`config.mk`:
```
export PLATFORM = sky130hd
export DESIGN_NAME = bf_instruction_coalescer
export DESIGN_NICKNAME = d
export VERILOG_FILES = /design/src/bfic_pkg.sv /design/src/bfic_ram.sv /design/src/bfic_core.sv /design/src/bfic_out_buf.sv /design/src/bf_instruction_coalescer.sv
export SDC_FILE = /design/constraint.sdc
export NUM_CORES = 2
export LEC_CHECK = 0
export ABC_AREA = 0
export BUFFER_PORTS_ARGS = -buffer_cell sky130_fd_sc_hd__buf_2
export CELL_PAD_IN_SITES_DETAIL_PLACEMENT = 1
export CELL_PAD_IN_SITES_GLOBAL_PLACEMENT = 2
export CORE_UTILIZATION = 52
export CTS_CLUSTER_DIAMETER = 30
export CTS_CLUSTER_SIZE = 20
export DETAILED_ROUTE_END_ITERATION = 6
export PLACE_DENSITY_LB_ADDON = 0.1
export SYNTH_ARGS = -nofsm -noshare
export SYNTH_HDL_FRONTEND = slang
export SYNTH_SLANG_ARGS = --single-unit
```
`constraint.sdc`:
```
create_clock -name i_clk -period 16.2 [get_ports i_clk]
set_input_delay 3.24 -clock i_clk [delete_from_list [all_inputs] [get_ports i_clk]]
set_output_delay 3.24 -clock i_clk [all_outputs]
set_load 0.005 [all_outputs]
```
`src/bfic_pkg.sv`:
```
// Shared types and constants for the instruction coalescer.
package bfic_pkg;

    localparam int DEF_NEST_DEPTH   = 64;
    localparam int DEF_AMOUNT_WIDTH = 16;
    localparam int DEF_LABEL_WIDTH  = 16;

    localparam int SYMBOL_W = 8;
    localparam int OP_W     = 3;
    localparam int STATUS_W = 3;

    localparam logic [SYMBOL_W-1:0] CH_RIGHT = 8'h3E;  // '>'
    localparam logic [SYMBOL_W-1:0] CH_LEFT  = 8'h3C;  // '<'
    localparam logic [SYMBOL_W-1:0] CH_PLUS  = 8'h2B;  // '+'
    localparam logic [SYMBOL_W-1:0] CH_MINUS = 8'h2D;  // '-'
    localparam logic [SYMBOL_W-1:0] CH_DOT   = 8'h2E;  // '.'
    localparam logic [SYMBOL_W-1:0] CH_COMMA = 8'h2C;  // ','
    localparam logic [SYMBOL_W-1:0] CH_OPEN  = 8'h5B;  // '['
    localparam logic [SYMBOL_W-1:0] CH_CLOSE = 8'h5D;  // ']'

    typedef enum logic [OP_W-1:0] {
        OP_NONE  = 3'd0,
        OP_MOVE  = 3'd1,
        OP_ADD   = 3'd2,
        OP_OUT   = 3'd3,
        OP_IN    = 3'd4,
        OP_OPEN  = 3'd5,
        OP_CLOSE = 3'd6
    } t_op;

    typedef enum logic [STATUS_W-1:0] {
        ST_OK        = 3'd0,
        ST_NO_CODE   = 3'd1,
        ST_UNCLOSED  = 3'd2,
        ST_UNMATCHED = 3'd3,
        ST_TOO_DEEP  = 3'd4,
        ST_LABEL_OVF = 3'd5
    } t_status;

    typedef struct packed {
        logic store;
        logic reload;
        logic load;
    } t_cache_flags;

endpackage

```
`src/bfic_ram.sv`:
```
// Generic single-write, single-read RAM with registered read data.
module bfic_ram #(
    parameter int WIDTH = 16,
    parameter int DEPTH = 64,
    localparam int ADDR_W = (DEPTH > 1) ? $clog2(DEPTH) : 1
) (
    input  logic              i_clk,
    input  logic              i_wr_en,
    input  logic [ADDR_W-1:0] i_wr_addr,
    input  logic [WIDTH-1:0]  i_wr_data,
    input  logic [ADDR_W-1:0] i_rd_addr,
    output logic [WIDTH-1:0]  o_rd_data
);

    logic [WIDTH-1:0] r_mem [DEPTH];
    logic [WIDTH-1:0] r_rd_data;

    always_ff @(posedge i_clk) begin
        if (i_wr_en) begin
            r_mem[i_wr_addr] <= i_wr_data;
        end
        r_rd_data <= r_mem[i_rd_addr];
    end

    assign o_rd_data = r_rd_data;

endmodule

```
`src/bfic_core.sv`:
```
// Command decode, run merging, cache flags, loop label stack and error tracking.
module bfic_core #(
    parameter int NEST_DEPTH   = bfic_pkg::DEF_NEST_DEPTH,
    parameter int AMOUNT_WIDTH = bfic_pkg::DEF_AMOUNT_WIDTH,
    parameter int LABEL_WIDTH  = bfic_pkg::DEF_LABEL_WIDTH
) (
    input  logic                            i_clk,
    input  logic                            i_rst_n,
    input  logic                            i_valid,
    input  logic [bfic_pkg::SYMBOL_W-1:0]   i_symbol,
    input  logic                            i_end,
    output logic                            o_res_valid,
    output bfic_pkg::t_op                   o_res_op,
    output logic signed [AMOUNT_WIDTH-1:0]  o_res_amount,
    output logic [LABEL_WIDTH-1:0]          o_res_label,
    output bfic_pkg::t_cache_flags          o_res_flags,
    output bfic_pkg::t_status               o_res_status,
    output logic                            o_res_last
);

    localparam int TOP_W  = $clog2(NEST_DEPTH + 1);
    localparam int ADDR_W = (NEST_DEPTH > 1) ? $clog2(NEST_DEPTH) : 1;

    localparam logic signed [AMOUNT_WIDTH-1:0] AMT_MAX = {1'b0, {(AMOUNT_WIDTH-1){1'b1}}};
    localparam logic signed [AMOUNT_WIDTH-1:0] AMT_MIN = {1'b1, {(AMOUNT_WIDTH-1){1'b0}}};
    localparam logic signed [AMOUNT_WIDTH-1:0] AMT_ONE = AMOUNT_WIDTH'(1);
    localparam logic signed [AMOUNT_WIDTH-1:0] AMT_NEG = {AMOUNT_WIDTH{1'b1}};
    localparam logic [LABEL_WIDTH-1:0]         LABEL_MAX = {LABEL_WIDTH{1'b1}};

    // pending instruction and program state
    bfic_pkg::t_op                  r_op, n_op;
    logic signed [AMOUNT_WIDTH-1:0] r_amt, n_amt;
    logic [LABEL_WIDTH-1:0]         r_label, n_label;
    bfic_pkg::t_cache_flags         r_need, n_need;
    logic [TOP_W-1:0]               r_top, n_top;
    logic [LABEL_WIDTH-1:0]         r_tos, n_tos;
    logic [LABEL_WIDTH-1:0]         r_next_label, n_next_label;
    bfic_pkg::t_status              r_err, n_err;
    logic                           r_byp;
    logic [LABEL_WIDTH-1:0]         r_byp_data;

    // emit side of the pending instruction
    bfic_pkg::t_cache_flags         use_flags;
    bfic_pkg::t_cache_flags         base_flags;
    logic                           pend_any;
    logic                           is_amt_op;
    logic                           is_loop_op;

    // decode intents
    logic                           do_flush;
    logic                           run_sel;
    bfic_pkg::t_op                  run_op;
    logic                           run_up;
    logic                           set_store;
    logic                           set_reload;
    logic                           set_load;
    logic                           clr_store;
    logic                           push;

    // stack spill memory holds every entry below the top
    logic                           wr_en;
    logic [ADDR_W-1:0]              wr_addr;
    logic [ADDR_W-1:0]              rd_addr;
    logic [LABEL_WIDTH-1:0]         rd_data;
    logic [LABEL_WIDTH-1:0]         below;
    logic [TOP_W-1:0]               top_m1;
    logic [TOP_W-1:0]               ntop_m2;

    assign pend_any   = (r_op != bfic_pkg::OP_NONE);
    assign is_amt_op  = (r_op == bfic_pkg::OP_MOVE) || (r_op == bfic_pkg::OP_ADD);
    assign is_loop_op = (r_op == bfic_pkg::OP_OPEN) || (r_op == bfic_pkg::OP_CLOSE);

    always_comb begin
        use_flags.store  = r_need.store & ((r_op == bfic_pkg::OP_MOVE) ||
                           (r_op == bfic_pkg::OP_OUT) || is_loop_op);
        use_flags.reload = r_need.reload & ((r_op == bfic_pkg::OP_ADD) ||
                           (r_op == bfic_pkg::OP_OUT) || (r_op == bfic_pkg::OP_IN) ||
                           is_loop_op);
        use_flags.load   = r_need.load & ((r_op == bfic_pkg::OP_ADD) || is_loop_op);
    end

    always_comb begin
        run_sel    = 1'b0;
        run_op     = bfic_pkg::OP_NONE;
        run_up     = 1'b0;
        do_flush   = 1'b0;
        set_store  = 1'b0;
        set_reload = 1'b0;
        set_load   = 1'b0;
        clr_store  = 1'b0;
        push       = 1'b0;
        n_op         = r_op;
        n_amt        = r_amt;
        n_label      = r_label;
        n_next_label = r_next_label;
        n_err        = r_err;
        n_top        = r_top;
        n_tos        = r_tos;

        if (i_valid && !i_end && (r_err == bfic_pkg::ST_OK)) begin
            case (i_symbol)
                bfic_pkg::CH_RIGHT: begin
                    run_sel = 1'b1; run_op = bfic_pkg::OP_MOVE; run_up = 1'b1;
                end
                bfic_pkg::CH_LEFT: begin
                    run_sel = 1'b1; run_op = bfic_pkg::OP_MOVE; run_up = 1'b0;
                end
                bfic_pkg::CH_PLUS: begin
                    run_sel = 1'b1; run_op = bfic_pkg::OP_ADD; run_up = 1'b1;
                end
                bfic_pkg::CH_MINUS: begin
                    run_sel = 1'b1; run_op = bfic_pkg::OP_ADD; run_up = 1'b0;
                end
                bfic_pkg::CH_DOT: begin
                    do_flush = 1'b1;
                    n_op     = bfic_pkg::OP_OUT;
                end
                bfic_pkg::CH_COMMA: begin
                    do_flush  = 1'b1;
                    n_op      = bfic_pkg::OP_IN;
                    set_load  = 1'b1;
                    clr_store = 1'b1;
                end
                bfic_pkg::CH_OPEN: begin
                    if (r_top == TOP_W'(NEST_DEPTH)) begin
                        n_err = bfic_pkg::ST_TOO_DEEP;
                    end else if (r_next_label == LABEL_MAX) begin
                        n_err = bfic_pkg::ST_LABEL_OVF;
                    end else begin
                        do_flush     = 1'b1;
                        push         = 1'b1;
                        n_op         = bfic_pkg::OP_OPEN;
                        n_label      = r_next_label;
                        n_tos        = r_next_label;
                        n_top        = r_top + TOP_W'(1);
                        n_next_label = r_next_label + LABEL_WIDTH'(1);
                    end
                end
                bfic_pkg::CH_CLOSE: begin
                    if (r_top == '0) begin
                        n_err = bfic_pkg::ST_UNMATCHED;
                    end else begin
                        do_flush = 1'b1;
                        n_op     = bfic_pkg::OP_CLOSE;
                        n_label  = r_tos;
                        n_top    = r_top - TOP_W'(1);
                        if (r_top > TOP_W'(1)) begin
                            n_tos = below;
                        end
                    end
                end
                default: begin
                end
            endcase
        end

        if (run_sel) begin
            if (r_op == run_op) begin
                if (run_up && (r_amt != AMT_MAX)) begin
                    n_amt = r_amt + AMT_ONE;
                end else if (!run_up && (r_amt != AMT_MIN)) begin
                    n_amt = r_amt - AMT_ONE;
                end
            end else begin
                do_flush = 1'b1;
                n_op     = run_op;
                n_amt    = run_up ? AMT_ONE : AMT_NEG;
                if (run_op == bfic_pkg::OP_MOVE) begin
                    set_load   = 1'b1;
                    set_reload = 1'b1;
                end else begin
                    set_store  = 1'b1;
                end
            end
        end

        // flags consumed by the emitted instruction clear before the new op sets its own
        base_flags.store  = do_flush ? (r_need.store  & ~use_flags.store)  : r_need.store;
        base_flags.reload = do_flush ? (r_need.reload & ~use_flags.reload) : r_need.reload;
        base_flags.load   = do_flush ? (r_need.load   & ~use_flags.load)   : r_need.load;
        n_need.store  = (base_flags.store | set_store) & ~clr_store;
        n_need.reload = base_flags.reload | set_reload;
        n_need.load   = base_flags.load | set_load;

        o_res_valid  = i_valid && (i_end || (do_flush && pend_any));
        o_res_op     = r_op;
        o_res_amount = is_amt_op ? r_amt : '0;
        o_res_label  = is_loop_op ? r_label : '0;
        o_res_flags  = use_flags;
        o_res_status = r_err;
        o_res_last   = i_end;

        if (i_valid && i_end) begin
            if (r_err == bfic_pkg::ST_OK) begin
                if (!pend_any) begin
                    o_res_status = bfic_pkg::ST_NO_CODE;
                end else if (r_top != '0) begin
                    o_res_status = bfic_pkg::ST_UNCLOSED;
                end
            end
            // program done: back to the reset state
            n_op         = bfic_pkg::OP_NONE;
            n_amt        = '0;
            n_label      = '0;
            n_need       = '0;
            n_top        = '0;
            n_next_label = '0;
            n_err        = bfic_pkg::ST_OK;
        end
    end

    // read address follows the next top so the entry under it is ready for a pop
    assign top_m1  = r_top - TOP_W'(1);
    assign ntop_m2 = n_top - TOP_W'(2);
    assign wr_en   = push && (r_top != '0);
    assign wr_addr = top_m1[ADDR_W-1:0];
    assign rd_addr = ntop_m2[ADDR_W-1:0];
    assign below   = r_byp ? r_byp_data : rd_data;

    bfic_ram #(
        .WIDTH (LABEL_WIDTH),
        .DEPTH (NEST_DEPTH)
    ) u_stack_ram (
        .i_clk     (i_clk),
        .i_wr_en   (wr_en),
        .i_wr_addr (wr_addr),
        .i_wr_data (r_tos),
        .i_rd_addr (rd_addr),
        .o_rd_data (rd_data)
    );

    always_ff @(posedge i_clk) begin
        if (!i_rst_n) begin
            r_op         <= bfic_pkg::OP_NONE;
            r_need       <= '0;
            r_top        <= '0;
            r_next_label <= '0;
            r_err        <= bfic_pkg::ST_OK;
            r_byp        <= 1'b0;
        end else begin
            r_op         <= n_op;
            r_need       <= n_need;
            r_top        <= n_top;
            r_next_label <= n_next_label;
            r_err        <= n_err;
            r_byp        <= wr_en && (wr_addr == rd_addr);
        end
    end

    always_ff @(posedge i_clk) begin
        r_amt      <= n_amt;
        r_label    <= n_label;
        r_tos      <= n_tos;
        r_byp_data <= r_tos;
    end

endmodule

```
`src/bfic_out_buf.sv`:
```
// Output register with a one-entry skid stage.
module bfic_out_buf #(
    parameter int WIDTH = 8
) (
    input  logic             i_clk,
    input  logic             i_rst_n,
    input  logic             i_valid,
    input  logic [WIDTH-1:0] i_data,
    output logic             o_ready,
    output logic             o_valid,
    input  logic             i_ready,
    output logic [WIDTH-1:0] o_data
);

    logic             r_out_valid;
    logic [WIDTH-1:0] r_out_data;
    logic             r_sk_valid;
    logic [WIDTH-1:0] r_sk_data;
    logic             out_free;

    assign out_free = !r_out_valid || i_ready;
    assign o_ready  = !r_sk_valid;
    assign o_valid  = r_out_valid;
    assign o_data   = r_out_data;

    always_ff @(posedge i_clk) begin
        if (!i_rst_n) begin
            r_out_valid <= 1'b0;
            r_sk_valid  <= 1'b0;
        end else if (out_free) begin
            r_out_valid <= r_sk_valid || i_valid;
            r_sk_valid  <= 1'b0;
        end else if (i_valid) begin
            r_sk_valid  <= 1'b1;
        end
    end

    // no new request is taken while the skid is full, so it drains first
    always_ff @(posedge i_clk) begin
        if (out_free) begin
            r_out_data <= r_sk_valid ? r_sk_data : i_data;
        end else if (i_valid) begin
            r_sk_data <= i_data;
        end
    end

endmodule

```
`src/bf_instruction_coalescer.sv`:
```
// A flushed instruction is registered in the output stage, or in the skid stage under a stall.
// Throughput: one source byte per cycle while o_s_tready is high.
// o_s_tready drops only while the skid stage holds a result that the sink has not taken.
// Reset (i_rst_n, synchronous, active low) clears program state and output valids at once.
// The label stack memory is not cleared; only entries below the stack top are ever used.
module bf_instruction_coalescer #(
    parameter int NEST_DEPTH   = bfic_pkg::DEF_NEST_DEPTH,
    parameter int AMOUNT_WIDTH = bfic_pkg::DEF_AMOUNT_WIDTH,
    parameter int LABEL_WIDTH  = bfic_pkg::DEF_LABEL_WIDTH
) (
    input  logic i_clk,
    input  logic i_rst_n,
    input  logic i_s_tvalid,
    output logic o_s_tready,
    input  logic [bfic_pkg::SYMBOL_W-1:0] i_s_tdata,   // symbol
    input  logic i_s_tlast,                             // end_marker
    output logic o_m_tvalid,
    input  logic i_m_tready,
    // amount, label, store_before, reload_pointer, load_after, status, zero pad
    output logic [((AMOUNT_WIDTH + LABEL_WIDTH + 6 + 7) / 8) * 8 - 1:0] o_m_tdata,
    output logic [bfic_pkg::OP_W-1:0] o_m_tuser,        // op
    output logic o_m_tlast                              // last
);

    localparam int FIELD_W = AMOUNT_WIDTH + LABEL_WIDTH + 3 + bfic_pkg::STATUS_W;
    localparam int TDATA_W = ((AMOUNT_WIDTH + LABEL_WIDTH + 6 + 7) / 8) * 8;
    localparam int BUF_W   = TDATA_W + bfic_pkg::OP_W + 1;

    logic                           in_fire;
    logic                           res_valid;
    bfic_pkg::t_op                  res_op;
    logic signed [AMOUNT_WIDTH-1:0] res_amount;
    logic [LABEL_WIDTH-1:0]         res_label;
    bfic_pkg::t_cache_flags         res_flags;
    bfic_pkg::t_status              res_status;
    logic                           res_last;
    logic [TDATA_W-1:0]             res_tdata;
    logic [FIELD_W-1:0]             res_fields;
    logic [BUF_W-1:0]               buf_in;
    logic [BUF_W-1:0]               buf_out;

    assign in_fire = i_s_tvalid && o_s_tready;

    bfic_core #(
        .NEST_DEPTH   (NEST_DEPTH),
        .AMOUNT_WIDTH (AMOUNT_WIDTH),
        .LABEL_WIDTH  (LABEL_WIDTH)
    ) u_core (
        .i_clk        (i_clk),
        .i_rst_n      (i_rst_n),
        .i_valid      (in_fire),
        .i_symbol     (i_s_tdata),
        .i_end        (i_s_tlast),
        .o_res_valid  (res_valid),
        .o_res_op     (res_op),
        .o_res_amount (res_amount),
        .o_res_label  (res_label),
        .o_res_flags  (res_flags),
        .o_res_status (res_status),
        .o_res_last   (res_last)
    );

    assign res_fields = {res_status, res_flags.load, res_flags.reload, res_flags.store,
                         res_label, res_amount};
    // zero pad up to whole bytes
    assign res_tdata  = TDATA_W'(res_fields);
    assign buf_in     = {res_last, res_op, res_tdata};

    bfic_out_buf #(
        .WIDTH (BUF_W)
    ) u_out_buf (
        .i_clk   (i_clk),
        .i_rst_n (i_rst_n),
        .i_valid (res_valid),
        .i_data  (buf_in),
        .o_ready (o_s_tready),
        .o_valid (o_m_tvalid),
        .i_ready (i_m_tready),
        .o_data  (buf_out)
    );

    assign o_m_tdata = buf_out[TDATA_W-1:0];
    assign o_m_tuser = buf_out[TDATA_W +: bfic_pkg::OP_W];
    assign o_m_tlast = buf_out[BUF_W-1];

endmodule

```
==> results.json <==
{
  "antenna_found_initial": 4,
  "fillCellCount": 8135,
  "status": "complete, no violations",
  "yosysWarnings": 0,
  "crit_required_ps": 16930,
  "async_flop_share": 0,
  "post_cts_resize_count": 0,
  "diodes": 0,
  "clk_pin_slew_ps": 50,
  "gp_congestion": 0.849,
  "dr.pass1.iters": 5,
  "ctsRootBufferMaster": "clkbuf_16",
  "grt-ovfl-total": 0,
  "drive_above_1_share": 0.224,
  "max-cap-violations": 0,
  "postSynthCellCount": 2873,
  "avgSynthCellArea_um2": 17.4,
  "initial_core_util": 0.526,
  "wl_per_cell_um": 29.5,
  "power.total_mw": 8.54,
  "tightestPinTransition_ps": 1380,
  "hpwlAfterDp_um": 78100,
  "hold_violations": 0,
  "rows": 113,
  "grt_pass1_wl_um": 199000,
  "num_io_pins": 59,
  "dieArea_um2": 97400,
  "fp.dieW_um": 312,
  "critPathMaxFanout": 50,
  "cts.sink_count": 1223,
  "finalWirelength_um": 136000,
  "final_antenna_net_count": 0,
  "postCtsSetupRepairBufs": 0,
  "cts_tree": "built",
  "hp-class": "flip-flop to flip-flop",
  "finalCritPeriodShare": 0.526,
  "fin_skew_ps": 63.2,
  "period_needed_ps": 8520,
  "clock.fmax_ghz": 0.117,
  "layout_common_cells": "edfxtp_1 (1124), mux2i_1 (686), clkbuf_16 (243)",
  "crit_type": "input port to flip-flop",
  "setup_tns_ps": 0,
  "fin_nets": 3168,
  "synth_cell_types": 72,
  "max_slew_margin": 0.0787,
  "final_common_cell": "edfxtp_1",
  "area_growth_pct": 21.0,
  "synth_area_um2": 50000,
  "powerDensity_nw_per_um2": 141,
  "die_h_um": 312,
  "crit_arrival_ps": 9250,
  "critPathLaunchType": "input port",
  "yosys_most_used_dff": "edfxtp_1",
  "io_buffers": 56,
  "vdd_drop_max_mv": 0.111,
  "coreArea_um2": 95200,
  "h-tree-depth": 4,
  "grt_usage": 0.281,
  "rsz0062_at_grt": "no",
  "drt_iter0_drc": 2551,
  "grt_pass1_vias": 29200,
  "timing.final.setup_violations": 0,
  "ys_seq_area_frac": 0.715,
  "synth_edf_count": 1124,
  "vias_per_cell": 5.99,
  "vias": 27700,
  "grt_max_degree": 149,
  "p_leak_nw": 23.8,
  "drc_errors": 0,
  "clk_latency_ps": 840,
  "cts_buffers": 241,
  "hold_buffers": 0,
  "synth_seq_cells": 1223,
  "clockBufferDepth": 3,
  "drv_slew": 0,
  "cp-end-kind": "flip-flop"
}
==> area by class of cell <==
cell class / count / area, um2 / share of cell area
Inverter: 17 / 63.8 / 0.00105
Clock inverter: 196 / 2330 / 0.0386
Clock buffer: 266 / 6200 / 0.102
Tap cell: 1265 / 1580 / 0.0262
Timing Repair Buffer: 164 / 1130 / 0.0187
Multi-Input combinational cell: 1488 / 13500 / 0.223
Sequential cell: 1223 / 35700 / 0.591
==> power by group <==
group,leakage (nW),switching (mW),total [mW],internal [mW]
Combinational,8.91,0.0290,0.0465,0.0175
Sequential,10.8,0.00318,3.41,3.41
Clock,4.07,1.77,5.08,3.31
Total,23.8,1.80,8.54,6.73
==> critical path, cell delays in order <==
cell and delay (ps):
buf_2 110, and4b_1 390, nand4_1 170, buf_4 280, o21ai_1 410, nor4_1 100
a21o_1 220, nor2_4 690, inv_1 250, ha_2 270, nor3_1 180, a22oi_1 210
nand2_4 530, buf_4 750, mux4_2 410, mux4_2 630, a211oi_2 270
==> cell families after synthesis <==
kind of cell,after synthesis,synth area share
flops,1223,0.715
simple gates,401,0.0380
compound gates,200,0.0285
other cells,1,0.0000750
mux,824,0.189
xor+xnor,41,0.00733
fa+ha+maj,20,0.00515
buf+inv,163,0.0172
==> Yosys cell counts (all sizes together) (18+ instances only) <==
| cell | instances | area (um2) |
|---|---|---|
| nand2 | 89 | 334 |
| mux2 | 46 | 518 |
| mux2i | 686 | 6870 |
| a21oi | 41 | 216 |
| clkbuf | 51 | 191 |
| nand3 | 21 | 105 |
| xor2 | 18 | 158 |
| xnor2 | 23 | 209 |
| o21ai | 49 | 245 |
| dfxtp | 99 | 1980 |
| mux4 | 92 | 2070 |
| nor2 | 161 | 604 |
| buf | 95 | 604 |
| ha | 19 | 238 |
| edfxtp | 1124 | 33800 |
| and3 | 38 | 238 |
| a211oi | 29 | 293 |
==> stage by stage <==
step	setup slack (ps)	cell area (um2)	cells	hold WS, ps	util
CTS	7670	60500	4619	500	0.636
global placement	7060	52000	4157	477	0.546
finish	7680	60500	4619	501	0.636
floorplan	8100	50000	2874	406	-
global route	7270	60500	4619	531	0.636
detailed placement	6950	52000	4157	494	0.546
==> state kept, by name (all words and copies together), names as in the netlist <==
register / cells
u_core.o_res_op: 3
u_core.r_amt: 16
u_core.r_byp: 1
u_core.r_byp_data: 16
u_core.r_err: 3
u_core.r_label: 16
u_core.r_need: 3
u_core.r_next_label: 16
u_core.r_top: 7
u_core.r_tos: 16
u_core.u_stack_ram.o_rd_data: 16
u_core.u_stack_ram.r_mem: 1024
u_out_buf.o_data: 42
u_out_buf.o_valid: 1
u_out_buf.r_sk_data: 42
u_out_buf.r_sk_valid: 1
==> layer usage <==
| layer | vias up | part of all wire | track usage | wire length [um] |
|---|---|---|---|---|
| li1 | 12000 | - | - | - |
| met1 | 14500 | 0.43 | 0.395 | 58800 |
| met2 | 983 | 0.48 | 0.451 | 65900 |
| met3 | 167 | 0.062 | 0.0487 | 8480 |
| met4 | 0 | 0.022 | 0.0910 | 3030 |
| met5 | - | 0 | 0 | 0 |
==> worst paths after layout <==
| kind | from | to | slack (ps) | depth (start not counted) |
|---|---|---|---|---|
| worst max-delay path | i_s_tdata[5] | u_core.u_stack_ram.o_rd_data[7] | 7680 | 17 |
| worst min-delay path | u_core.r_label[2] | u_core.r_label[2] | 500 | 2 |
| worst max register to register | u_core.r_top[0] | u_core.u_stack_ram.o_rd_data[7] | 9500 | 17 |
| worst min register to register | u_core.r_label[2] | u_core.r_label[2] | 500 | 2 |
No activity file was read; power rests on OpenSTA's default activity.
